File: src/upx_pkg.sv
package upx_pkg;

  // Frame geometry limits
  localparam int unsigned MAX_LOW_WIDTH  = 1024;
  localparam int unsigned MAX_LOW_HEIGHT = 1024;
  localparam int unsigned COL_W          = $clog2(MAX_LOW_WIDTH);
  localparam int unsigned ROW_W          = $clog2(MAX_LOW_HEIGHT);

  // Fixed field widths
  localparam int unsigned PIX_W   = 8;
  localparam int unsigned COORD_W = 11;
  localparam int unsigned CFG_W   = 11;
  localparam int unsigned IDX_W   = 1;

  // Configuration register indexes
  typedef enum logic [IDX_W-1:0] {
    REG_LOW_WIDTH  = 1'b0,
    REG_LOW_HEIGHT = 1'b1
  } cfg_reg_e;

  // Output position relative to the source pixel along one axis:
  // one before (odd), the even copy spot, or the frame's last line/column
  typedef enum logic [1:0] {
    POS_PREV   = 2'd0,
    POS_EVEN   = 2'd1,
    POS_BORDER = 2'd2
  } pos_e;

  // One classified source pixel with its neighbors
  typedef struct packed {
    logic [PIX_W-1:0] pix;
    logic [PIX_W-1:0] up;
    logic [PIX_W-1:0] left;
    logic [PIX_W-1:0] upleft;
    logic [COL_W-1:0] col;
    logic [ROW_W-1:0] row;
    logic             col_last;
    logic             row_last;
  } job_t;

endpackage

File: src/upx_back.sv
module upx_back (
  input  logic                        clk_i,
  input  logic                        rst_ni,
  input  upx_pkg::job_t               job_i,
  input  logic                        job_valid_i,
  output logic                        job_ready_o,
  output logic                        empty_o,
  input  logic                        pop_i,
  output logic [upx_pkg::COORD_W-1:0] out_x_o,
  output logic [upx_pkg::COORD_W-1:0] out_y_o,
  output logic [upx_pkg::PIX_W-1:0]   out_value_o,
  output logic                        run_last_o,
  output logic                        frame_done_o
);

  function automatic upx_pkg::pos_e next_pos(upx_pkg::pos_e p);
    upx_pkg::pos_e n;
    unique case (p)
      upx_pkg::POS_PREV: n = upx_pkg::POS_EVEN;
      upx_pkg::POS_EVEN: n = upx_pkg::POS_BORDER;
      default:           n = upx_pkg::POS_BORDER;
    endcase
    return n;
  endfunction

  upx_pkg::job_t job_q;
  logic          active_q, active_d;
  upx_pkg::pos_e xk_q, xk_d, yk_q, yk_d;
  upx_pkg::pos_e x_end, y_end, x_start, y_start, x_first_new, y_first_new;

  logic                        out_valid_q, out_valid_d;
  logic [upx_pkg::COORD_W-1:0] x_cur, y_cur;
  logic [upx_pkg::PIX_W-1:0]   val_cur;
  logic [upx_pkg::PIX_W:0]     sum_vert, sum_horz;
  logic [upx_pkg::PIX_W+1:0]   sum_quad;
  logic                        adv, last, load;

  // Walk bounds of the current pixel
  assign x_start     = (job_q.col != '0) ? upx_pkg::POS_PREV : upx_pkg::POS_EVEN;
  assign x_end       = job_q.col_last ? upx_pkg::POS_BORDER : upx_pkg::POS_EVEN;
  assign y_end       = job_q.row_last ? upx_pkg::POS_BORDER : upx_pkg::POS_EVEN;
  assign x_first_new = (job_i.col != '0) ? upx_pkg::POS_PREV : upx_pkg::POS_EVEN;
  assign y_first_new = (job_i.row != '0) ? upx_pkg::POS_PREV : upx_pkg::POS_EVEN;
  assign y_start     = y_first_new;

  assign adv         = active_q && (!out_valid_q || pop_i);
  assign last        = (xk_q == x_end) && (yk_q == y_end);
  assign load        = job_valid_i && (!active_q || (adv && last));
  assign job_ready_o = load;

  // Walk rows outer, columns inner
  always_comb begin
    active_d = active_q;
    xk_d     = xk_q;
    yk_d     = yk_q;
    if (load) begin
      active_d = 1'b1;
      xk_d     = x_first_new;
      yk_d     = y_start;
    end else if (adv && last) begin
      active_d = 1'b0;
    end else if (adv) begin
      if (xk_q == x_end) begin
        xk_d = x_start;
        yk_d = next_pos(yk_q);
      end else begin
        xk_d = next_pos(xk_q);
      end
    end
  end

  // Coordinates: 2c-1, 2c or 2c+1
  always_comb begin
    case (xk_q)
      upx_pkg::POS_PREV:   x_cur = upx_pkg::COORD_W'({job_q.col, 1'b0}) - upx_pkg::COORD_W'(1);
      upx_pkg::POS_EVEN:   x_cur = upx_pkg::COORD_W'({job_q.col, 1'b0});
      default:             x_cur = upx_pkg::COORD_W'({job_q.col, 1'b1});
    endcase
    case (yk_q)
      upx_pkg::POS_PREV:   y_cur = upx_pkg::COORD_W'({job_q.row, 1'b0}) - upx_pkg::COORD_W'(1);
      upx_pkg::POS_EVEN:   y_cur = upx_pkg::COORD_W'({job_q.row, 1'b0});
      default:             y_cur = upx_pkg::COORD_W'({job_q.row, 1'b1});
    endcase
  end

  // Rounded means
  assign sum_vert = {1'b0, job_q.up} + {1'b0, job_q.pix} + (upx_pkg::PIX_W+1)'(1);
  assign sum_horz = {1'b0, job_q.left} + {1'b0, job_q.pix} + (upx_pkg::PIX_W+1)'(1);
  assign sum_quad = {2'b0, job_q.upleft} + {2'b0, job_q.up} + {2'b0, job_q.left}
                  + {2'b0, job_q.pix} + (upx_pkg::PIX_W+2)'(2);

  always_comb begin
    if ((xk_q == upx_pkg::POS_BORDER) || (yk_q == upx_pkg::POS_BORDER)) begin
      val_cur = '0;
    end else if ((xk_q == upx_pkg::POS_EVEN) && (yk_q == upx_pkg::POS_EVEN)) begin
      val_cur = job_q.pix;
    end else if (xk_q == upx_pkg::POS_EVEN) begin
      val_cur = sum_vert[upx_pkg::PIX_W:1];
    end else if (yk_q == upx_pkg::POS_EVEN) begin
      val_cur = sum_horz[upx_pkg::PIX_W:1];
    end else begin
      val_cur = sum_quad[upx_pkg::PIX_W+1:2];
    end
  end

  // Output register
  always_comb begin
    out_valid_d = out_valid_q;
    if (adv) begin
      out_valid_d = 1'b1;
    end else if (pop_i) begin
      out_valid_d = 1'b0;
    end
  end

  always_ff @(posedge clk_i or negedge rst_ni) begin
    if (!rst_ni) begin
      active_q    <= 1'b0;
      xk_q        <= upx_pkg::POS_EVEN;
      yk_q        <= upx_pkg::POS_EVEN;
      out_valid_q <= 1'b0;
    end else begin
      active_q    <= active_d;
      xk_q        <= xk_d;
      yk_q        <= yk_d;
      out_valid_q <= out_valid_d;
    end
  end

  always_ff @(posedge clk_i) begin
    if (load) begin
      job_q <= job_i;
    end
    if (adv) begin
      out_x_o      <= x_cur;
      out_y_o      <= y_cur;
      out_value_o  <= val_cur;
      run_last_o   <= last;
      frame_done_o <= last && job_q.col_last && job_q.row_last;
    end
  end

  assign empty_o = !out_valid_q;

endmodule

File: config.mk
export PLATFORM = sky130hd
export DESIGN_NAME = upx_back
export DESIGN_NICKNAME = d
export VERILOG_FILES = /design/src/upx_pkg.sv /design/src/upx_back.sv
export SDC_FILE = /design/constraint.sdc
export NUM_CORES = 1
export LEC_CHECK = 0
export BUFFER_PORTS_ARGS = -buffer_cell sky130_fd_sc_hd__buf_2
export CORE_UTILIZATION = 46
export CTS_CLUSTER_DIAMETER = 40
export DETAILED_ROUTE_END_ITERATION = 12
export MAX_ROUTING_LAYER = met4
export PLACE_DENSITY = 0.65
export SYNTH_ARGS = -nofsm -noshare
export SYNTH_HDL_FRONTEND = slang
export SYNTH_SLANG_ARGS = --single-unit
export TNS_END_PERCENT = 20
File: constraint.sdc
create_clock -name clk_i -period 4.6 [get_ports clk_i]
set_clock_uncertainty 0.15 [all_clocks]
set_input_delay 0.23 -clock clk_i [delete_from_list [all_inputs] [get_ports clk_i]]
set_output_delay 0.23 -clock clk_i [all_outputs]
set_load 0.005 [all_outputs]
==> results.toml <==
[outcome]
run_status = "completed"

[floorplan]
floorplan.initialDensity_pct = 47.3
ios = 92
rows = 38
die_h_um = 108
chip_width_um = 108
core_region_area_um2 = 10900
dieArea_um2 = 11600

[setup_path]
cp_data_required_time_ns = 4.55
arrival_ns = 3.52
setup.worst_path.start_class = "flop"
type_of_the_worst_setup_path = "reg -> reg"
cp-end-kind = "flop"
critPathMaxFanout = 5

[synth]
synth_cell_types = 60
synth-edff-count = 86
postSynthRegisterBits = 92
syn-instance-count = 434
synth.cell_area_um2 = 5150
seq_area_frac_synth_pct = 53.1
async_flop_share_pct = 6.52
synth_area_per_cell_um2 = 11.9
yosys_most_used_dff = "edfxtp_1"
synth_warnings = 0
syn_nets = 534

[drt]
num_vias = 3838
routed_wire_length_per_instance_um = 14.4
drc_errors = 0
detailedRoute.firstIterationViolations = 165
vias_per_cell = 5.24
routed_wl_um = 10600
post_route_ant_nets = 0
dr.pass1.iters = 4

[finish]
regArea_um2 = 2740
final_stage_net_count = 687
area_grow_syn2layout_pct = 26.2
top_library_cells_by_usage_in_the_layout_fill_and_taps_aside = "buf_2, edfxtp_1, inv_1"
total_of_fill_cells_in_the_finished_design = 880
multiInputGateArea_um2 = 2160
final_core_util_pct = 59.7
layoutNonFillerInstCount = 732
antenna_cells = 0
drive_above_1_share_pct = 20.9
most_common_cell_after_layout_fill_and_taps_aside = "buf_2"

[global_route]
grt_start_max_net_pins = 57
grt_usage_pct = 19.5
grt_antenna_before_repair = 0
gr-total-overflow = 0
grt_pass1_wl_um = 16700
vias_in_the_first_global_route = 3657

[sta]
hold_viol = 0
worst_slack_ns = 1.03
timing_worst_slew_pin_value_ns = 0.955
fin_crit_sh_pct = 77.6
finalSetupViolations = 0
final_max_slew_viol_count = 0
slew-limit-headroom_pct = 36.2
final.min_clock_period_ns = 3.57
achievable-frequency_ghz = 0.280
unrepaired_setup_endpoints_after_global_routing = "false"
fin_setup_tns_ns = 0

[clock_tree]
clock_tree_root = "clkbuf_8"
cts-root-to-sink-buffers = 2
post_cts_resized = 0
cts.reportedPaths.clkPinSlew_ns = 0.10
tritoncts_clock_tree = "built"
cts.sinks = 92
post_cts_hold_buffer_count = 55
post-cts-setup-buffers = 0
tritoncts_buffers = 9
cts.htree.levels = 3
worstSkewPairLatency_ns = 0.36

[job]
max_cap_viol_count = 0

[placed_design]
place.gp.congestion = 0.820
post-dp-hpwl_um = 7390
place.port_buffers = 91
post-place-cells = 661
place_ws_ns = 1.04

[power_and_ir_drop]
irDropWorstVdd_mv = 0.201
p_leak_uw = 0.00273
power.density_cell_area_nw_per_um2 = 405

[min_path]
holdCritPathClass = "in -> reg"
-- cells by family after synthesis --
logic type                 count (synthesis)  share of synthesized area, %
AOI/OAI and AO/OA                         87                          11.8
adders and majority gates                 42                          12.7
muxes                                      6                          1.41
and+or+nand+nor                          117                          12.3
xor gates and xnor gates                  21                          3.57
DFF                                       92                          53.1
buffers and inverters                     69                          5.10
-- worst max-delay path: stages (launching register included) --
cell	delay [ns]
edfxtp_1	0.41
inv_1	0.09
fa_1	0.43
fa_1	0.51
inv_1	0.04
ha_1	0.33
a21oi_1	0.36
a211oi_1	0.17
or4_1	0.49
a311oi_1	0.27
nor4_1	0.07
-- registers in the layout, indices dropped and copies added, names as in the netlist --
name          count
job_q            54
out_value_o       8
out_y_o          11
out_x_o          11
out_valid_q       1
active_q          1
xk_q              2
frame_done_o      1
run_last_o        1
yk_q              2
-- metrics by stage --
step / power, uW / cell area, um^2 / hold slack (ns)
floorplan: 1830 / 5150 / -0.216
global route: 2790 / 6500 / 0.0472
finish: 2630 / 6500 / 0.0300
global placement: 2100 / 5780 / -0.0857
CTS: 2640 / 6500 / 0.00767
detailed placement: 2110 / 5780 / -0.0821
-- path summary, 6_finish.rpt --
kind                                     startpoint                      endpoint  slack [ns]  depth (start not counted)
max in group asynchronous                    rst_ni           xk_q[0]$_DFFE_PN1P_        4.00                          2
worst min-delay path                    job_valid_i           yk_q[1]$_DFFE_PN0P_        0.03                          2
min in group asynchronous                    rst_ni       out_valid_q$_DFFE_PN0P_        0.07                          2
worst max register to register  job_q[40]$_DFFE_PP_  out_value_o[5]$_SDFFCE_PP0P_        1.03                         10
worst max-delay path            job_q[40]$_DFFE_PP_  out_value_o[5]$_SDFFCE_PP0P_        1.03                         10
worst min register to register  job_q[11]$_DFFE_PP_         out_y_o[10]$_DFFE_PP_        0.42                          1
-- final cells by class --
class | instances | area share, %
Sequential cell | 92 | 42.1
Timing Repair Buffer | 148 | 15.7
Inverter | 63 | 3.64
Tap cell | 140 | 2.70
Multi-Input combinational cell | 273 | 33.2
Clock buffer | 9 | 1.91
Clock inverter | 7 | 0.732
-- power by group --
part           internal (uW)  switching, uW
sequential              1100           72.0
combinational            434            539
clock                    198            290
total                   1730            901
-- cell usage after synthesis, types with 5 or more instances --
master    instances  share of area, %
nor2_1           21               1.5
clkbuf_1          5              0.36
xnor2_1           8               1.4
fa_1             17               6.6
nor2b_1           6              0.73
nor3_1           14               1.4
nand2_1          22               1.6
inv_1            62               4.5
mux2i_1           5              0.97
nor4_1            8              0.97
edfxtp_1         86                50
ha_1             25               6.1
a21oi_1          24               2.3
xor2_1           13               2.2
or4_1             8               1.2
a211oi_1          6              0.87
o21ai_0          17               1.7
or3_1             5              0.61
nand3_1           8              0.78
-- metal layers --
metal	GRT usage (%)	vias to the layer above	part of all wire, %
met3	3.45	14	5.1
li1	-	1881	-
met4	6.75	0	1.6
met1	22.9	1836	41
met5	-	-	0
met2	33.8	107	52
Power figures use the tool's default switching activity.
