**src/upx_pkg.sv**
```systemverilog
package upx_pkg;

  // Frame geometry limits
  localparam int unsigned MAX_LOW_WIDTH  = 1024;
  localparam int unsigned MAX_LOW_HEIGHT = 1024;
  localparam int unsigned COL_W          = $clog2(MAX_LOW_WIDTH);
  localparam int unsigned ROW_W          = $clog2(MAX_LOW_HEIGHT);

  // Fixed field widths
  localparam int unsigned PIX_W   = 8;
  localparam int unsigned COORD_W = 11;
  localparam int unsigned CFG_W   = 11;
  localparam int unsigned IDX_W   = 1;

  // Configuration register indexes
  typedef enum logic [IDX_W-1:0] {
    REG_LOW_WIDTH  = 1'b0,
    REG_LOW_HEIGHT = 1'b1
  } cfg_reg_e;

  // Output position relative to the source pixel along one axis:
  // one before (odd), the even copy spot, or the frame's last line/column
  typedef enum logic [1:0] {
    POS_PREV   = 2'd0,
    POS_EVEN   = 2'd1,
    POS_BORDER = 2'd2
  } pos_e;

  // One classified source pixel with its neighbors
  typedef struct packed {
    logic [PIX_W-1:0] pix;
    logic [PIX_W-1:0] up;
    logic [PIX_W-1:0] left;
    logic [PIX_W-1:0] upleft;
    logic [COL_W-1:0] col;
    logic [ROW_W-1:0] row;
    logic             col_last;
    logic             row_last;
  } job_t;

endpackage

```
**src/upx_job_fifo.sv**
```systemverilog
module upx_job_fifo (
  input  logic          clk_i,
  input  logic          rst_ni,
  input  upx_pkg::job_t wr_data_i,
  input  logic          wr_valid_i,
  output logic          wr_ready_o,
  output upx_pkg::job_t rd_data_o,
  output logic          rd_valid_o,
  input  logic          rd_ready_i
);

  localparam int unsigned DEPTH = 4;
  localparam int unsigned PTR_W = $clog2(DEPTH);

  upx_pkg::job_t     slot_q [DEPTH];
  logic [PTR_W-1:0]  wr_ptr_q, rd_ptr_q;
  logic [PTR_W:0]    count_q, count_d;
  logic              do_wr, do_rd;

  assign wr_ready_o = (count_q != (PTR_W+1)'(DEPTH));
  assign rd_valid_o = (count_q != '0);
  assign do_wr      = wr_valid_i && wr_ready_o;
  assign do_rd      = rd_valid_o && rd_ready_i;
  assign rd_data_o  = slot_q[rd_ptr_q];

  // Occupancy
  always_comb begin
    count_d = count_q;
    if (do_wr && !do_rd) begin
      count_d = count_q + (PTR_W+1)'(1);
    end else if (do_rd && !do_wr) begin
      count_d = count_q - (PTR_W+1)'(1);
    end
  end

  always_ff @(posedge clk_i or negedge rst_ni) begin
    if (!rst_ni) begin
      wr_ptr_q <= '0;
      rd_ptr_q <= '0;
      count_q  <= '0;
    end else begin
      count_q <= count_d;
      if (do_wr) begin
        wr_ptr_q <= wr_ptr_q + PTR_W'(1);
      end
      if (do_rd) begin
        rd_ptr_q <= rd_ptr_q + PTR_W'(1);
      end
    end
  end

  always_ff @(posedge clk_i) begin
    if (do_wr) begin
      slot_q[wr_ptr_q] <= wr_data_i;
    end
  end

endmodule

```
**config.mk**
```make
export PLATFORM = sky130hd
export DESIGN_NAME = upx_job_fifo
export DESIGN_NICKNAME = d
export VERILOG_FILES = /design/src/upx_pkg.sv /design/src/upx_job_fifo.sv
export SDC_FILE = /design/constraint.sdc
export NUM_CORES = 1
export LEC_CHECK = 0
export ABC_CLOCK_PERIOD_IN_PS = 2400
export BUFFER_PORTS_ARGS = -buffer_cell sky130_fd_sc_hd__buf_2
export CORE_AREA = 2 2 98 170
export CTS_BUF_LIST = sky130_fd_sc_hd__clkbuf_4 sky130_fd_sc_hd__clkbuf_8
export CTS_CLUSTER_SIZE = 12
export DETAILED_ROUTE_END_ITERATION = 12
export DIE_AREA = 0 0 100 172
export HOLD_SLACK_MARGIN = 0.06
export PLACE_DENSITY_LB_ADDON = 0.12
export SLEW_MARGIN = 10
export SYNTH_ARGS = -nofsm -noshare
export SYNTH_HDL_FRONTEND = slang
export SYNTH_SLANG_ARGS = --single-unit
```
**constraint.sdc**
```tcl
create_clock -name clk_i -period 2.4 [get_ports clk_i]
set_input_delay 0.24 -clock clk_i [delete_from_list [all_inputs] [get_ports clk_i]]
set_output_delay 0.24 -clock clk_i [all_outputs]
set_load 0.03 [all_outputs]
```
==> results of run 1 <==
==> critical path, stage by stage, from the launching register on <==
cell and delay, ps:
dfrtp_4 550, buf_12 230, mux4_2 540, buf_2 200
==> metal layers <==
layer  track usage (%)  vias up  wire length (um)
met1              21.3     2052              5860
met2              32.4      103              8060
li1                  -     1764                 -
met4              5.06        0               229
met3              3.27       21               654
met5                 0        -                 0
==> state kept, by name, indices dropped and copies added, names as in the netlist <==
name      count
count_q       3
rd_ptr_q      2
slot_q      216
wr_ptr_q      2
==> per-stage QoR <==
| step | hold WS (ps) | worst slack [ps] | cell area [um2] | utilization (%) | power (W) |
|---|---|---|---|---|---|
| finish | 185 | 102 | 10300 | 65.1 | 0.0130 |
| global route | 171 | 2.59 | 10300 | 65.1 | 0.0136 |
| CTS | 161 | 35.2 | 10300 | 65.1 | 0.0132 |
| detailed placement | 89.3 | 280 | 9110 | 57.4 | 0.0102 |
| global placement | 81.0 | 412 | 9110 | 57.4 | 0.0101 |
| floorplan | -55.6 | 254 | 8210 | - | 0.00876 |
==> cell type report <==
cell class | instances | area, um2
Sequential cell | 223 | 6670
Fill cell | 1120 | 5550
Multi-Input combinational cell | 79 | 1440
Timing Repair Buffer | 187 | 1350
Clock buffer | 52 | 584
Tap cell | 189 | 236
Clock inverter | 2 | 33.8
Inverter | 3 | 11.3
==> what timing repair did <==
action / CTS / global route
setup buffers: 2 / 0
hold buffers: 58 / 0
setup endpoints to repair: 42 / 0
hold endpoints to repair: 225 / 0
==> cells by family after synthesis <==
kind of cell,synth area share [%]
flip-flops,81.2
buffers and inverters,1.28
AO/OA/AOI/OAI,0.137
XOR/XNOR,0.641
adder cells (fa/ha/maj),1.01
AND/OR/NAND/NOR,0.625
multiplexers,15.1
==> placed cells by master, fill, tap and decap left out <==
| cell | netlist | routed |
|---|---|---|
| edfxtp_1 | 216 | 216 |
| buf_2 | 6 | 113 |
| dlygate4sd3_1 | 0 | 58 |
| mux4_2 | 54 | 54 |
| clkbuf_8 | 0 | 31 |
| clkbuf_4 | 0 | 21 |
| buf_4 | 1 | 9 |
| buf_12 | 0 | 7 |
| ha_1 | 5 | 5 |
| dfrtp_1 | 7 | 5 |
| and2_2 | 0 | 4 |
| xnor2_1 | 4 | 4 |
| inv_1 | 3 | 3 |
| nor2_1 | 2 | 2 |
| nand2_1 | 2 | 2 |
| mux2_2 | 2 | 2 |
| xor2_1 | 2 | 2 |
| a21boi_2 | 1 | 1 |
| or3_1 | 1 | 1 |
| nand3_1 | 1 | 1 |
| fa_1 | 1 | 1 |
| bufinv_16 | 0 | 1 |
| clkinv_1 | 0 | 1 |
| dfrtp_4 | 0 | 1 |
| dfrtp_2 | 0 | 1 |
==> worst max path at each step <==
stage	start	endpoint	slack [ps]	depth (start not counted)
after floorplan	count_q[1]	count_q[2]	250	8
after global placement	count_q[1]	count_q[2]	410	8
after detailed placement	count_q[1]	count_q[2]	280	8
after CTS	rd_ptr_q[0]	rd_data_o[42]	40	3
after global routing	rd_ptr_q[0]	rd_data_o[42]	3	3
final	rd_ptr_q[0]	rd_data_o[42]	100	3
==> report_power, final <==
part,switching (W),total (W),internal [W]
logic,0.00282,0.00465,0.00183
clock network,0.00125,0.00287,0.00162
registers,0.000276,0.00543,0.00516
total,0.00435,0.0130,0.00861
==> reports/qor.txt, run 1 <==
status: finished, final reports clean
DR iter-0 viols: 163
Slew @ Worst Pin: 436 ps
H-tree levels: 1
final net count: 588
flop and latch count out of synthesis: 223
GRT overflow: 0
leakage: 3.64 nW
Worst Reg-to-Reg Cells: 8
fraction of layout cells with a size suffix above 1: 44.9%
Rows: 61
reg2reg start: count_q[1]
drt drc: 0
fin crit share: 95.7%
Seq/Total Area, Yosys: 81.2%
worst hold endpoint: wr_ptr_q[0]
Synth Instances: 317
largest net degree at the start of global routing: 55
TritonCTS clock tree: done
Final Hold Vio Count: 0
wire per inst: 20.1 um
worst hold path type: in2reg
Root Driver: clkbuf_8
RSZ-0062 raised after global routing: no
clk slew on worst S/H paths: 60 ps
initial antenna violation count: 0
Worst Hold Depth: 3
vias in the first global route: 4,434
GRT Total Usage: 17.7%
1st-pass router iterations: 4
hold_sp: wr_valid_i
post-DP HPWL: 8800 um
Critical Path Fanout Max: 18
TNS Setup: 0 ps
Synth area leader: edfxtp_1
clock sinks: 223
critical path data required time: 2160 ps
Resized cells post-CTS: 0
final setup vio count: 0
Slew HR: 70.9%
critical path launch point type: flop
fin crit period: 2300 ps
Yosys top cell area share: 79.1%
input/output buffers: 113
Antenna Violating Nets Remaining: 0
Synth Flop Type: edfxtp_1
Power Dens Cells: 1250 nW/um2
top-count cell post-synth: edfxtp_1
die height: 172 um
die area: 17,200 um2
Starting Density: 51.7%
Clock Path Buffers: 3
fin. max-slew vios: 0
Synthesized Nets: 381
CTS Buf Count: 30
Layout area overhead: 25.9%
clk_lat worst skew: 540 ps
Netlist Area Pre-Place: 8200 um2
count of cell types in the netlist: 18
Clock Skews: 18.6 ps
Critical Path End Type: output pin
Worst VDD drop: 0.000824 V
num ports: 114
non-filler cells, final: 735
Ant. Diodes: 0
placed cell count: 621
Max Fclk: 0.435 GHz
routed wire length: 14,800 um
Synth area leaders: edfxtp_1 79%, mux4_2 15%, dfrtp_1 2.1%
fraction of registers with async set/reset: 3.14%
Ys Warns: 0
gpl congestion: 0.704
DR vias: 3,940
Post-synth EDFFs: 216
Reg2Reg Setup Slack: 270 ps
Crit path arrival time: 2060 ps
Die W: 100 um
Max Cap Viol: 0
crit path kind: reg2out
Synth Area per Inst: 25.9 um2
first-pass GRT wire length: 23,000 um
synth cell count leaders: 216 x edfxtp_1, 54 x mux4_2, 7 x dfrtp_1
Placeable Area: 15,900 um2
worst flop-to-flop path endpoint: count_q[2]
post-DR vias/cell: 5.36
No activity file was read; power rests on OpenSTA's default activity.
==> run 2, diff against run 1 <==
--- a/config.mk
+++ b/config.mk
@@ -5,15 +5,16 @@
 export SDC_FILE = /design/constraint.sdc
 export NUM_CORES = 1
 export LEC_CHECK = 0
-export ABC_CLOCK_PERIOD_IN_PS = 2400
 export BUFFER_PORTS_ARGS = -buffer_cell sky130_fd_sc_hd__buf_2
-export CORE_AREA = 2 2 98 170
+export CELL_PAD_IN_SITES_DETAIL_PLACEMENT = 1
+export CELL_PAD_IN_SITES_GLOBAL_PLACEMENT = 2
+export CORE_AREA = 2 2 109 190
 export CTS_BUF_LIST = sky130_fd_sc_hd__clkbuf_4 sky130_fd_sc_hd__clkbuf_8
 export CTS_CLUSTER_SIZE = 12
 export DETAILED_ROUTE_END_ITERATION = 12
-export DIE_AREA = 0 0 100 172
+export DIE_AREA = 0 0 111 192
 export HOLD_SLACK_MARGIN = 0.06
-export PLACE_DENSITY_LB_ADDON = 0.12
+export PLACE_DENSITY = 0.78
 export SLEW_MARGIN = 10
 export SYNTH_ARGS = -nofsm -noshare
 export SYNTH_HDL_FRONTEND = slang
==> reports/qor.txt, run 2 (synthesized netlist as in run 1, its figures left out) <==
worst flop-to-flop path endpoint: count_q[2]
DR top layer: met4
GRT Total Usage: 16.1%
Power Dens Cells: 1250 nW/um2
final setup vio count: 0
non-filler cells, final: 790
Worst Reg-to-Reg Cells: 8
vias in the first global route: 4,719
Crit path arrival time: 2100 ps
drt drc: 0
CP startpoint: rd_ptr_q[0]
Worst VDD drop: 0.000668 V
critical path data required time: 2160 ps
Max Fclk: 0.428 GHz
status: finished, final reports clean
H-tree levels: 1
met1 WL: 5750 um
wire length on met2: 9580 um
worst hold endpoint: wr_ptr_q[0]
Final Hold Vio Count: 0
post-DR vias/cell: 5.03
Critical Path Fanout Max: 18
CTS Buf Count: 31
max FFs per register: 216
commonest non-fill, non-tap cells in the layout: 216 x edfxtp_1, 113 x buf_2, 57 x dlygate4sd3_1, 54 x mux4_2, 31 x clkbuf_8
routed wire length: 16,600 um
DR vias: 3,972
fin crit period: 2340 ps
Slew HR: 63.2%
Largest Register: slot_q
Root Driver: clkbuf_8
fraction of layout cells with a size suffix above 1: 43.0%
leading cell type in the layout, fill and taps excluded: edfxtp_1
clk slew on worst S/H paths: 60 ps
worst hold path type: in2reg
reg2reg start: count_q[1]
crit path kind: reg2out
Antenna Violating Nets Remaining: 0
clk_lat worst skew: 550 ps
clock sinks: 223
leakage: 3.61 nW
DR WL met3: 664 um
Starting Density: 41.7%
Power Total: 0.0130 W
TritonCTS clock tree: done
final net count: 585
Placeable Area: 19,700 um2
GRT overflow: 0
Critical Path End Type: output pin
Clock Path Buffers: 3
largest net degree at the start of global routing: 36
fin crit share: 97.4%
critical path launch point type: flop
final worst hold slack: 150 ps
initial antenna violation count: 1
Clock Skews: 8.26 ps
first-pass GRT wire length: 26,100 um
Layout area overhead: 26.1%
DR iter-0 viols: 183
buffer count from post-CTS setup fixing: 0
Slew @ Worst Pin: 552 ps
Worst Hold Depth: 3
hold_sp: wr_valid_i
TNS Setup: 0 ps
gpl congestion: 0.723
wire per inst: 21.0 um
Max Cap Viol: 0
die height: 192 um
RSZ-0062 raised after global routing: yes
post-DP HPWL: 9990 um
num ports: 114
input/output buffers: 113
die area: 21,300 um2
1st-pass router iterations: 4
Reg2Reg Setup Slack: 250 ps
Fill cells: 1,755
biggest regs: slot_q x216, count_q x3
Rows: 68
placed cell count: 675
fin. max-slew vios: 0
Die W: 111 um
## run 2: changes by cell type in the layout (fill, tap and decap cells not counted), sizes merged
cell / change
dlygate4sd3: -1
clkinv: +17
diode: +1
clkbuf: -16
clkinvlp: +1
bufbuf: +1
buf: -4
## run 2: layout make-up
cell class	count	area (um2)	share of cell area, %
Clock buffer	36	464	4.49
Timing Repair Buffer	183	1330	12.9
Multi-Input combinational cell	79	1440	13.9
Tap cell	245	307	2.96
Inverter	3	11.3	0.109
Sequential cell	223	6670	64.5
Antenna cell	1	2.50	0.0242
Clock inverter	20	118	1.14
## run 2: critical path, cell delays in order (launching register included)
cell and delay, ps:
dfrtp_4 470, bufbuf_16 350, mux4_2 520, buf_2 190
## run 2: layer usage
metal  up-vias  GRT usage [%]
met5         -              0
met4         0           7.16
met3        42           2.49
met2       109           31.6
met1      2059           16.7
li1       1762              -
## run 2: per-stage QoR
| stage | instance area (um2) | util (%) | worst slack (ps) |
|---|---|---|---|
| after floorplan | 8210 | - | 254 |
| after CTS | 10300 | 52.6 | -5.91 |
| final | 10300 | 52.6 | 61.8 |
| after global routing | 10300 | 52.6 | -40.9 |
| after detailed placement | 9140 | 46.5 | 266 |
| after global placement | 9140 | 46.5 | 381 |
## run 2: worst max path at each step
stage                         end
floorplan              count_q[2]
global placement       count_q[2]
detailed placement     count_q[2]
CTS                 rd_data_o[42]
global route        rd_data_o[28]
finish              rd_data_o[28]
## run 2: timing repair
item,4_1_cts,5_1_grt
hold buffers,57,0
resized for setup,2,0
endpoints found under the setup margin,19,33
cloned,1,0
pin swaps,0,0
endpoints found under the hold margin,225,0
## run 2: power breakdown
part	switching [W]	internal [W]
registers	0.000281	0.00516
logic	0.00291	0.00185
clock network	0.00137	0.00139
total	0.00456	0.00840
==> run 3, diff against run 2 <==
--- a/config.mk
+++ b/config.mk
@@ -15,6 +15,7 @@
 export DIE_AREA = 0 0 111 192
 export HOLD_SLACK_MARGIN = 0.06
 export PLACE_DENSITY = 0.78
+export SETUP_SLACK_MARGIN = 0.15
 export SLEW_MARGIN = 10
 export SYNTH_ARGS = -nofsm -noshare
 export SYNTH_HDL_FRONTEND = slang
==> reports/qor.txt, run 3 (synthesized netlist as in run 1, its figures left out) <==
CP peak stage delay: 510 ps
crit path max-delay cell type: dfrtp_4
worst path bufs/invs: 3
crit path kind: reg2out
Largest Register: slot_q
clock sinks: 223
Slew HR: 62.7%
Slew @ Worst Pin: 560 ps
Logic pwr share: 42.0%
TritonCTS clock tree: done
Antenna Violating Nets Remaining: 0
leading cell type in the layout, fill and taps excluded: edfxtp_1
Starting Density: 41.7%
Max Fclk: 0.440 GHz
DR vias: 4,046
die height: 192 um
met1 WL: 6110 um
initial antenna violation count: 0
Critical Path Fanout Max: 9
DR top layer: met4
placed cell count: 675
Max Cap Viol: 0
die area: 21,300 um2
1st-pass router iterations: 4
CTS Buf Count: 31
TNS Setup: 0 ps
wire length on met2: 10,500 um
GRT Total Usage: 16.7%
CP cell instances: buf_4, buf_16, mux4_2, buf_6
Root Driver: clkbuf_8
worst hold path type: in2reg
DR iter-0 viols: 141
Sw Ratio: 34.2%
GRT overflow: 0
Die W: 111 um
fin crit share: 94.7%
fraction of layout cells with a size suffix above 1: 44.0%
Rows: 68
critical path launch point type: flop
fin crit period: 2270 ps
clk slew on worst S/H paths: 60 ps
status: finished, final reports clean
critical path data required time: 2160 ps
max FFs per register: 216
routed wire length: 17,800 um
num ports: 114
RSZ-0062 raised after global routing: yes
post-DR vias/cell: 5.06
Clock Skews: 7.71 ps
DR WL met3: 648 um
Clock Path Buffers: 3
clk_lat worst skew: 550 ps
gpl congestion: 0.723
Placeable Area: 19,700 um2
cell-internal power: 0.00931 W
H-tree levels: 1
clock power share: 19.5%
Critical Path End Type: output pin
Final Hold Vio Count: 0
Worst VDD drop: 0.000695 V
CP delay by family, top: flip-flops
final net count: 595
vias in the first global route: 4,781
Sw Pwr: 0.00483 W
largest net degree at the start of global routing: 36
Sequential Power Share: 38.5%
pre-CTS WS: 266 ps
Power Total: 0.0141 W
Layout area overhead: 31.9%
drt drc: 0
non-filler cells, final: 799
Power Dens Cells: 1310 nW/um2
Ant. Diodes: 0
wire per inst: 22.2 um
first-pass GRT wire length: 26,800 um
biggest regs: slot_q x216, count_q x3
Crit path arrival time: 2030 ps
Setup WS post-layout: 128 ps
post-DP HPWL: 9990 um
leakage: 3.80 nW
fin. max-slew vios: 0
input/output buffers: 113
final setup vio count: 0
commonest non-fill, non-tap cells in the layout: 216 x edfxtp_1, 66 x buf_2, 57 x dlygate4sd3_1, 54 x mux4_2, 36 x buf_6
==> run 3: cell types whose count changed in the layout (fill, tap and decap cells not counted) <==
cell / previous run / this run
buf_12: 4 / 6
buf_16: 1 / 4
buf_2: 113 / 66
buf_4: 6 / 19
buf_6: 1 / 36
clkbuf_16: 0 / 4
dfrtp_2: 1 / 0
dfrtp_4: 1 / 2
diode_2: 1 / 0
==> run 3: layer usage <==
metal,track usage [%],up-vias
met5,0,-
met4,7.07,0
met3,2.52,37
met2,33.1,106
met1,17.1,2123
li1,-,1780
==> run 3: stage by stage <==
step                utilization [%]  hold slack [ps]  area, um2
finish                         55.1              156      10800
global route                   55.1              130      10800
CTS                            54.0              109      10600
detailed placement             46.5             85.3       9140
global placement               46.5             86.8       9140
floorplan                         -            -55.6       8210
==> run 3: power by group through the flow <==
stage                     combinational (W)  clock, W  sequential (W)
after floorplan                     0.00339         0         0.00537
after global placement              0.00462         0         0.00545
after detailed placement            0.00471         0         0.00552
after CTS                           0.00560   0.00286         0.00545
after global routing                0.00625   0.00299         0.00552
final                               0.00594   0.00276         0.00544
==> run 3: repair_timing <==
item | CTS | global route
resized for setup | 63 | 29
setup buffers | 3 | 0
endpoints found under the setup margin | 54 | 54
gates cloned | 4 | 4
hold buffers | 57 | 0
endpoints found under the hold margin | 225 | 0
==> run 3: worst reg2reg max path, stage by stage, from the launching register on <==
cell and delay [ps]:
dfrtp_1 430, or3_1 430, nand2_1 130, ha_1 190
inv_1 60, fa_1 370, xor2_1 160, nor2_1 140
xor2_1 160
==> run 3: final cells by class <==
class	instances	area, um2
fill	1701	8830
multi-input combinational	79	1440
inverter	3	11.3
clock buffer	36	464
clock inverter	20	118
sequential	223	6670
tap	245	307
timing repair buffer	193	1810
==> run 3: worst paths after layout <==
check                            start       endpoint  slack, ps  cells past startpoint
setup reg to reg            count_q[1]     count_q[2]        260                      8
min in group asynchronous       rst_ni    wr_ptr_q[1]        640                      3
max in group asynchronous       rst_ni    rd_ptr_q[0]       1480                      3
setup / recovery           rd_ptr_q[0]  rd_data_o[27]        130                      4
hold reg to reg             count_q[2]     count_q[2]        550                      1
hold / removal              wr_valid_i    wr_ptr_q[0]        160                      3
